[src/rtl/core/sha256_stream_hasher_top_macros.svh]
// Assertion helpers for the hasher.
`ifndef SHA256_STREAM_HASHER_TOP_MACROS_SVH
`define SHA256_STREAM_HASHER_TOP_MACROS_SVH

// Implication checked on every edge outside reset.
`define SHA_ASSERT_IMP(lbl, ante, cons, msg) \
	lbl: assert property (@(posedge clk) disable iff (!arst_n) (ante) |-> (cons)) \
		else $error(msg);

// Implication checked with a non-overlapping (|=>) consequent.
`define SHA_ASSERT_NEXT(lbl, ante, cons, msg) \
	lbl: assert property (@(posedge clk) disable iff (!arst_n) (ante) |=> (cons)) \
		else $error(msg);

`endif

[src/rtl/core/sha256_pkg.sv]
package sha256_pkg;

	localparam int unsigned QueueDepth = 4;
	localparam int unsigned QPtrW = $clog2(QueueDepth);

	// One queued beat after the front end has classified it.
	typedef struct packed {
		logic [7:0] data;
		logic       has_byte;
		logic       eom;
	} sha_item_t;

	typedef enum logic [2:0] {
		ST_LOAD,
		ST_ROUND,
		ST_FOLD,
		ST_PAD,
		ST_EMIT
	} sha_state_t;

	localparam logic [31:0] InitH [8] = '{
		32'h6a09e667, 32'hbb67ae85, 32'h3c6ef372, 32'ha54ff53a,
		32'h510e527f, 32'h9b05688c, 32'h1f83d9ab, 32'h5be0cd19
	};

	localparam logic [31:0] RoundK [64] = '{
		32'h428a2f98, 32'h71374491, 32'hb5c0fbcf, 32'he9b5dba5,
		32'h3956c25b, 32'h59f111f1, 32'h923f82a4, 32'hab1c5ed5,
		32'hd807aa98, 32'h12835b01, 32'h243185be, 32'h550c7dc3,
		32'h72be5d74, 32'h80deb1fe, 32'h9bdc06a7, 32'hc19bf174,
		32'he49b69c1, 32'hefbe4786, 32'h0fc19dc6, 32'h240ca1cc,
		32'h2de92c6f, 32'h4a7484aa, 32'h5cb0a9dc, 32'h76f988da,
		32'h983e5152, 32'ha831c66d, 32'hb00327c8, 32'hbf597fc7,
		32'hc6e00bf3, 32'hd5a79147, 32'h06ca6351, 32'h14292967,
		32'h27b70a85, 32'h2e1b2138, 32'h4d2c6dfc, 32'h53380d13,
		32'h650a7354, 32'h766a0abb, 32'h81c2c92e, 32'h92722c85,
		32'ha2bfe8a1, 32'ha81a664b, 32'hc24b8b70, 32'hc76c51a3,
		32'hd192e819, 32'hd6990624, 32'hf40e3585, 32'h106aa070,
		32'h19a4c116, 32'h1e376c08, 32'h2748774c, 32'h34b0bcb5,
		32'h391c0cb3, 32'h4ed8aa4a, 32'h5b9cca4f, 32'h682e6ff3,
		32'h748f82ee, 32'h78a5636f, 32'h84c87814, 32'h8cc70208,
		32'h90befffa, 32'ha4506ceb, 32'hbef9a3f7, 32'hc67178f2
	};

	function automatic logic [31:0] ror32(input logic [31:0] x, input int unsigned n);
		return (x >> n) | (x << (32 - n));
	endfunction

endpackage

[src/rtl/core/sha256_front.sv]
module sha256_front
	import sha256_pkg::*;
(
	input  logic            clk,
	input  logic            arst_n,
	input  logic            in_valid,
	output logic            in_ready,
	input  logic [9:0]      in_data,
	output logic            q_valid,
	input  logic            q_pop,
	output sha_item_t       q_item
);

	sha_item_t            mem_q [QueueDepth];
	logic [QPtrW-1:0]     wr_q, rd_q;
	logic [QPtrW:0]       cnt_q;
	logic                 push;

	// Items with neither byte nor end do nothing: drop them here.
	assign in_ready = (cnt_q != (QPtrW+1)'(QueueDepth));
	assign push     = in_valid && in_ready && (in_data[8] || in_data[9]);
	assign q_valid  = (cnt_q != '0);
	assign q_item   = mem_q[rd_q];

	always_ff @(posedge clk) begin
		if (push) begin
			mem_q[wr_q] <= '{data: in_data[7:0], has_byte: in_data[8], eom: in_data[9]};
		end
	end

	always_ff @(posedge clk or negedge arst_n) begin
		if (!arst_n) begin
			wr_q  <= '0;
			rd_q  <= '0;
			cnt_q <= '0;
		end else begin
			if (push) wr_q <= wr_q + 1'b1;
			if (q_pop) rd_q <= rd_q + 1'b1;
			cnt_q <= cnt_q + (QPtrW+1)'(push) - (QPtrW+1)'(q_pop);
		end
	end

endmodule

[src/rtl/core/sha256_back.sv]
module sha256_back
	import sha256_pkg::*;
(
	input  logic            clk,
	input  logic            arst_n,
	input  logic            q_valid,
	output logic            q_pop,
	input  sha_item_t       q_item,
	output logic            out_valid,
	input  logic            out_ready,
	output logic [31:0]     out_word,
	output logic [2:0]      out_index,
	output logic            out_last,
	output logic            busy
);

	sha_state_t   state_q, state_d;
	logic [31:0]  w_q [16];
	logic [31:0]  h_q [8];
	logic [31:0]  v_q [8];
	logic [5:0]   fill_q;
	logic [5:0]   rnd_q;
	logic [60:0]  len_q;
	logic         fin_q;
	logic [2:0]   emit_q;
	logic         mark_q;
	// A finishing message needs another padded block when the length did not fit.
	logic         extra_q;

	logic         take, blk_full, rnd_done;
	logic [7:0]   pad_byte;
	logic [7:0]   wr_byte;
	logic         wr_en;
	logic [31:0]  w_new, t1, t2, w_cur;
	logic [63:0]  bits;

	assign bits     = {len_q, 3'b000};
	assign take     = (state_q == ST_LOAD) && q_valid;
	assign q_pop    = take;
	assign rnd_done = (rnd_q == 6'd63);
	assign busy     = (state_q != ST_LOAD);

	// Padding byte: 0x80 first, zeros, then the length in bytes 56..63 of the last block.
	always_comb begin
		priority if (!mark_q) pad_byte = 8'h80;
		else if (fill_q >= 6'd56 && !extra_q) pad_byte = bits[8*(63 - fill_q) +: 8];
		else pad_byte = 8'h00;
	end

	assign wr_en   = take ? q_item.has_byte : (state_q == ST_PAD);
	assign wr_byte = take ? q_item.data : pad_byte;
	assign blk_full = wr_en && (fill_q == 6'd63);

	always_comb begin
		w_cur = w_q[0];
		w_new = w_q[0] + (ror32(w_q[1], 7) ^ ror32(w_q[1], 18) ^ (w_q[1] >> 3))
		      + w_q[9] + (ror32(w_q[14], 17) ^ ror32(w_q[14], 19) ^ (w_q[14] >> 10));
		t1 = v_q[7] + (ror32(v_q[4], 6) ^ ror32(v_q[4], 11) ^ ror32(v_q[4], 25))
		   + ((v_q[4] & v_q[5]) ^ (~v_q[4] & v_q[6])) + RoundK[rnd_q] + w_cur;
		t2 = (ror32(v_q[0], 2) ^ ror32(v_q[0], 13) ^ ror32(v_q[0], 22))
		   + ((v_q[0] & v_q[1]) ^ (v_q[0] & v_q[2]) ^ (v_q[1] & v_q[2]));
	end

	always_comb begin
		state_d = state_q;
		unique case (state_q)
			ST_LOAD: begin
				if (take) begin
					if (blk_full) state_d = ST_ROUND;
					else if (q_item.eom) state_d = ST_PAD;
				end
			end
			ST_PAD:   if (fill_q == 6'd63) state_d = ST_ROUND;
			ST_ROUND: if (rnd_done) state_d = ST_FOLD;
			ST_FOLD:  state_d = fin_q ? ((!mark_q || extra_q) ? ST_PAD : ST_EMIT) : ST_LOAD;
			ST_EMIT:  if (out_ready && emit_q == 3'd7) state_d = ST_LOAD;
			default:  state_d = ST_LOAD;
		endcase
	end

	always_comb begin
		out_valid = (state_q == ST_EMIT);
		out_word  = h_q[emit_q];
		out_index = emit_q;
		out_last  = (emit_q == 3'd7);
	end

	always_ff @(posedge clk) begin
		if (wr_en) w_q[fill_q[5:2]][8*(3 - fill_q[1:0]) +: 8] <= wr_byte;
		if (state_q == ST_ROUND) begin
			for (int i = 0; i < 15; i++) w_q[i] <= w_q[i+1];
			w_q[15] <= w_new;
			for (int i = 1; i < 8; i++) v_q[i] <= v_q[i-1];
			v_q[4] <= v_q[3] + t1;
			v_q[0] <= t1 + t2;
		end else begin
			for (int i = 0; i < 8; i++) v_q[i] <= h_q[i];
		end
	end

	always_ff @(posedge clk or negedge arst_n) begin
		if (!arst_n) begin
			state_q <= ST_LOAD;
			for (int i = 0; i < 8; i++) h_q[i] <= InitH[i];
			fill_q  <= '0;
			rnd_q   <= '0;
			len_q   <= '0;
			fin_q   <= 1'b0;
			emit_q  <= '0;
			mark_q  <= 1'b0;
			extra_q <= 1'b0;
		end else begin
			state_q <= state_d;
			if (wr_en) fill_q <= fill_q + 6'd1;
			if (take) begin
				if (q_item.has_byte) len_q <= len_q + 61'd1;
				if (q_item.eom) fin_q <= 1'b1;
			end
			if (state_q == ST_PAD && !mark_q) begin
				// Length goes in a further block when the 0x80 lands past byte 55.
				mark_q  <= 1'b1;
				extra_q <= (fill_q >= 6'd56);
			end
			if (state_q == ST_ROUND) rnd_q <= rnd_q + 6'd1;
			if (state_q == ST_FOLD) begin
				for (int i = 0; i < 8; i++) h_q[i] <= h_q[i] + v_q[i];
				extra_q <= 1'b0;
			end
			if (state_q == ST_EMIT && out_ready) begin
				emit_q <= emit_q + 3'd1;
				if (emit_q == 3'd7) begin
					for (int i = 0; i < 8; i++) h_q[i] <= InitH[i];
					fill_q <= '0;
					len_q  <= '0;
					fin_q  <= 1'b0;
					mark_q <= 1'b0;
				end
			end
		end
	end

endmodule

[src/rtl/core/sha256_stream_hasher_top.sv]
// SHA-256 over a byte stream. Each accepted beat may carry one byte and may end the
// message; after the end beat the eight digest words come out, word 0 first, tlast on
// the eighth. Beats with neither byte nor end are dropped. Beats enter a four-deep queue
// at one per cycle while it has room; the back end absorbs one byte a cycle while loading,
// then runs each block through the rounds on the single shared round unit and a fold
// step, taking no bytes meanwhile. An end beat costs one padding write per byte up to the
// block end, rounds and a fold per padded block (one or two blocks), then eight output beats.
module sha256_stream_hasher_top
	import sha256_pkg::*;
(
	input  logic        clk,
	input  logic        arst_n,
	input  logic        s_axis_tvalid,
	output logic        s_axis_tready,
	input  logic [15:0] s_axis_tdata,  // data_byte[7:0], has_byte[8], end_of_message[9]
	output logic        m_axis_tvalid,
	input  logic        m_axis_tready,
	output logic [39:0] m_axis_tdata,  // digest_word[31:0], word_index[34:32]
	output logic        m_axis_tlast
);
	`include "sha256_stream_hasher_top_macros.svh"

	logic       q_valid, q_pop, busy;
	sha_item_t  q_item;
	logic [31:0] word;
	logic [2:0]  idx;

	sha256_front u_front (
		.clk, .arst_n,
		.in_valid(s_axis_tvalid), .in_ready(s_axis_tready), .in_data(s_axis_tdata[9:0]),
		.q_valid, .q_pop, .q_item
	);

	sha256_back u_back (
		.clk, .arst_n, .q_valid, .q_pop, .q_item,
		.out_valid(m_axis_tvalid), .out_ready(m_axis_tready),
		.out_word(word), .out_index(idx), .out_last(m_axis_tlast), .busy
	);

	assign m_axis_tdata = {5'd0, idx, word};

	`SHA_ASSERT_IMP(a_pop_valid, q_pop, q_valid, "pop from empty queue")
	`SHA_ASSERT_IMP(a_last_idx, m_axis_tvalid && m_axis_tlast, idx == 3'd7, "tlast off word 7")
	`SHA_ASSERT_IMP(a_no_pop_busy, busy, !q_pop, "pop while busy")
	`SHA_ASSERT_NEXT(a_out_hold, m_axis_tvalid && !m_axis_tready, m_axis_tvalid && $stable(m_axis_tdata), "output beat dropped while stalled")

endmodule
[config.mk]
export PLATFORM = sky130hd
export DESIGN_NAME = sha256_stream_hasher_top
export DESIGN_NICKNAME = d
export VERILOG_FILES = /design/src/rtl/core/sha256_pkg.sv /design/src/rtl/core/sha256_front.sv /design/src/rtl/core/sha256_back.sv /design/src/rtl/core/sha256_stream_hasher_top.sv
export VERILOG_INCLUDE_DIRS = /design/src /design/src/rtl/core
export SDC_FILE = /design/constraint.sdc
export NUM_CORES = 2
export LEC_CHECK = 0
export BUFFER_PORTS_ARGS = -buffer_cell sky130_fd_sc_hd__buf_2
export CAP_MARGIN = 10
export CORE_ASPECT_RATIO = 1.4
export CORE_UTILIZATION = 65
export CTS_CLUSTER_DIAMETER = 80
export DETAILED_ROUTE_END_ITERATION = 6
export GPL_ROUTABILITY_DRIVEN = 0
export PLACE_DENSITY = 0.8
export SLEW_MARGIN = 0
export SYNTH_ARGS = -nofsm -noshare
export SYNTH_HDL_FRONTEND = slang
export SYNTH_SLANG_ARGS = --single-unit
[constraint.sdc]
create_clock -name clk -period 9.7 [get_ports clk]
set_clock_uncertainty 0.15 [all_clocks]
set_input_delay 1.94 -clock clk [delete_from_list [all_inputs] [get_ports clk]]
set_output_delay 1.94 -clock clk [all_outputs]
set_load 0.03 [all_outputs]
==> reports/results.tsv <==
metric	value	unit
first-pass GRT wire length	349000	um
hold_sp	u_back.v_q[0][215]	
Die H	401	um
# hold bufs at CTS	0	
Slew @ Worst Pin	1.46	ns
Synth async-reset ratio	0.299	
delay of the slowest cell on the worst path	0.56	ns
synthesized cell area	0.0740	mm^2
first-pass iteration count of the detailed router	7	
critical setup path kind	register to register	
Arr. time, crit path	9.76	ns
share of cells above drive strength 1	0.0963	
Synth area leaders	edfxtp_1, dfrtp_1, dfxtp_1	
Clock transition at path regs	0.07	ns
Mapped Avg Cell Area	9.85	um^2
Final nets	8025	
Most used DFF post-synth	edfxtp_1	
most common cell in the netlist	nand2_1	
Hold WC Path Type	register to register	
IO Pins	63	
port bufs	51	
Worst Path Max Fanout	11	
reg-to-reg endpoint	u_back.v_q[0][31]	
H-Tree Depth	3	
initial antenna violation count	7	
Clock Tree Buf Depth	3	
fin crit period	9.28	ns
area of the die	0.115	mm^2
WL final	230000	um
die width	287	um
Gate Count Post-Synth	7519	
Fmax achieved	108	MHz
CTS tree	yes	
clock latency on the worst-skew pair	0.79	ns
# fillers	8258	
synth unique cells	98	
Worst Hold Depth	2	
sequential cell area	0.0305	mm^2
setup TNS	0	ns
register area share after synthesis	0.412	
period utilization	0.956	
GR Overflow Total	0	
final setup fails	0	
critical path's slowest cell	o31ai_1	
Starting Density	0.655	
status	finished with violations	
Overall Global Routing Usage	0.400	
top post-synthesis cells by count	nand2_1, a21o_1, edfxtp_1	
setup ws final	0.422	ns
# placed instances	8751	
fin cells	8980	
Critical R2R Launch	u_back.rnd_q[0]	
Synth Warn #	0	
largest net degree at the start of global routing	238	
# clock sinks	1153	
CP Data Required Time	10.18	ns
Synth top area share	0.224	
Area Growth Syn to Fin	7.45	%
max-slew violations	0	
Initial DRC Count	5955	
DRC viols	26	
cell taking the most area after synthesis	edfxtp_1	
Setup crit start kind	register	
wire per inst	25.6	um
Rows	146	
violated checks	DRC, capacitance limit	
internal reg-to-reg setup slack	0.42	ns
Setup crit end kind	register	
core area	0.113	mm^2
critical path's most frequent cell	o21ai_0	
post-synthesis register bit count	1153	
Hold Path Sink	u_back.v_q[0][247]	
Post-synth EDFFs	552	
post-DP HPWL	162000	um
Reg2Reg Depth	36	
final hold vios	0	
DR vias/cell	6.64	
root buffer cell	clkbuf_16	
area of the multi-input gates	0.0408	mm^2
maxcap violations	1	
worst slack at placement	0.451	ns
total CTS buffers	111	
Routed Antenna Nets	0	
Worst slew margin	0.0163	
vias in the first global route	59400	
Via Count	59600	
## cell families after synthesis
kind of cell,synth area share
other,0.0000507
flip-flops,0.412
AO/OA/AOI/OAI,0.191
buffers and inverters,0.0375
multiplexers,0.0407
XOR/XNOR,0.0731
adder cells (fa/ha/maj),0.125
AND/OR/NAND/NOR,0.121
## registers in the layout, summed over array words and instances (netlist names)
signal and flops:
u_back.len_q 61, u_back.out_index 3, u_front.rd_q 2, u_back.rnd_q 6, u_back.v_q 256, u_back.w_q 512, u_back.fill_q 6, u_back.state_q 3
u_front.mem_q 40, u_back.extra_q 1, u_back.h_q 256, u_back.mark_q 1, u_front.cnt_q 3, u_front.wr_q 2, u_back.fin_q 1
## layout by cell type, fill, tap and decap left out, types with 39 or more instances in the layout
master / netlist / layout
nand3_1: 118 / 117
inv_1: 290 / 290
a31oi_1: 52 / 52
ha_1: 407 / 405
mux2i_1: 48 / 48
xnor2_1: 426 / 425
nor2b_1: 53 / 52
edfxtp_1: 552 / 552
o21bai_1: 60 / 60
o21a_1: 60 / 60
mux2_2: 39 / 39
or3_1: 44 / 43
a21oi_1: 507 / 507
nor3_1: 83 / 83
buf_4: 5 / 130
nand2_1: 1129 / 1128
dfrtp_1: 209 / 203
xor2_1: 192 / 192
mux4_2: 93 / 93
a211oi_1: 58 / 57
nor2_1: 361 / 360
o211ai_1: 107 / 107
fa_1: 196 / 196
clkbuf_16: 0 / 111
dfxtp_1: 256 / 256
a21o_1: 670 / 670
dfstp_2: 136 / 136
nand2b_1: 61 / 61
buf_2: 2 / 57
o21ai_0: 441 / 437
## layer usage
| metal | vias to the layer above | part of all wire | GRT usage |
|---|---|---|---|
| li1 | 26500 | - | - |
| met1 | 28800 | 0.33 | 0.438 |
| met2 | 3223 | 0.47 | 0.640 |
| met3 | 1169 | 0.097 | 0.112 |
| met4 | 10 | 0.10 | 0.340 |
| met5 | - | 0.00031 | 0.00127 |
## area by class of cell
type / instances / share of cell area
antenna: 1 / 0.0000315
clock buffer: 140 / 0.0373
clock inverter: 70 / 0.0108
inverter: 294 / 0.0139
multi-input combinational: 5643 / 0.513
sequential: 1153 / 0.384
tap: 1480 / 0.0233
timing repair buffer: 199 / 0.0179
## worst max-delay path, delay by kind of cell (launching register included)
kind / cells / cell delay (ns)
compound gates: 14 / 2.98
fa+ha+maj: 7 / 2.87
simple gates: 8 / 1.52
buf+inv: 5 / 0.80
xor+xnor: 2 / 0.44
flops: 1 / 0.37
## worst max-delay path by stage
stage	start	slack, ns	end	cells past startpoint
global placement	u_back.rnd_q[0]	0.62	u_back.v_q[0][31]	35
floorplan	u_back.rnd_q[1]	1.43	u_back.v_q[0][28]	34
detailed placement	u_back.rnd_q[0]	0.45	u_back.v_q[0][31]	35
CTS	u_back.rnd_q[0]	0.39	u_back.v_q[0][31]	35
global route	u_back.rnd_q[0]	-0.006	u_back.v_q[0][31]	38
finish	u_back.rnd_q[0]	0.42	u_back.v_q[0][31]	36
## what timing repair did
item / CTS / global route
setup buffers: 0 / 0
resized for setup: 0 / 7
endpoints found under the setup margin: 0 / 14
## per-stage QoR
step	utilization	hold WS (ns)	instance area, um^2
after floorplan	-	0.281	74000
after global placement	0.668	0.299	75600
after detailed placement	0.668	0.305	75600
after CTS	0.702	0.300	79400
after global routing	0.703	0.328	79500
final	0.703	0.300	79500
Power is left out: the tool's default activity adds up to more than one toggle a clock period on the data nets, which glitch-free logic cannot reach.
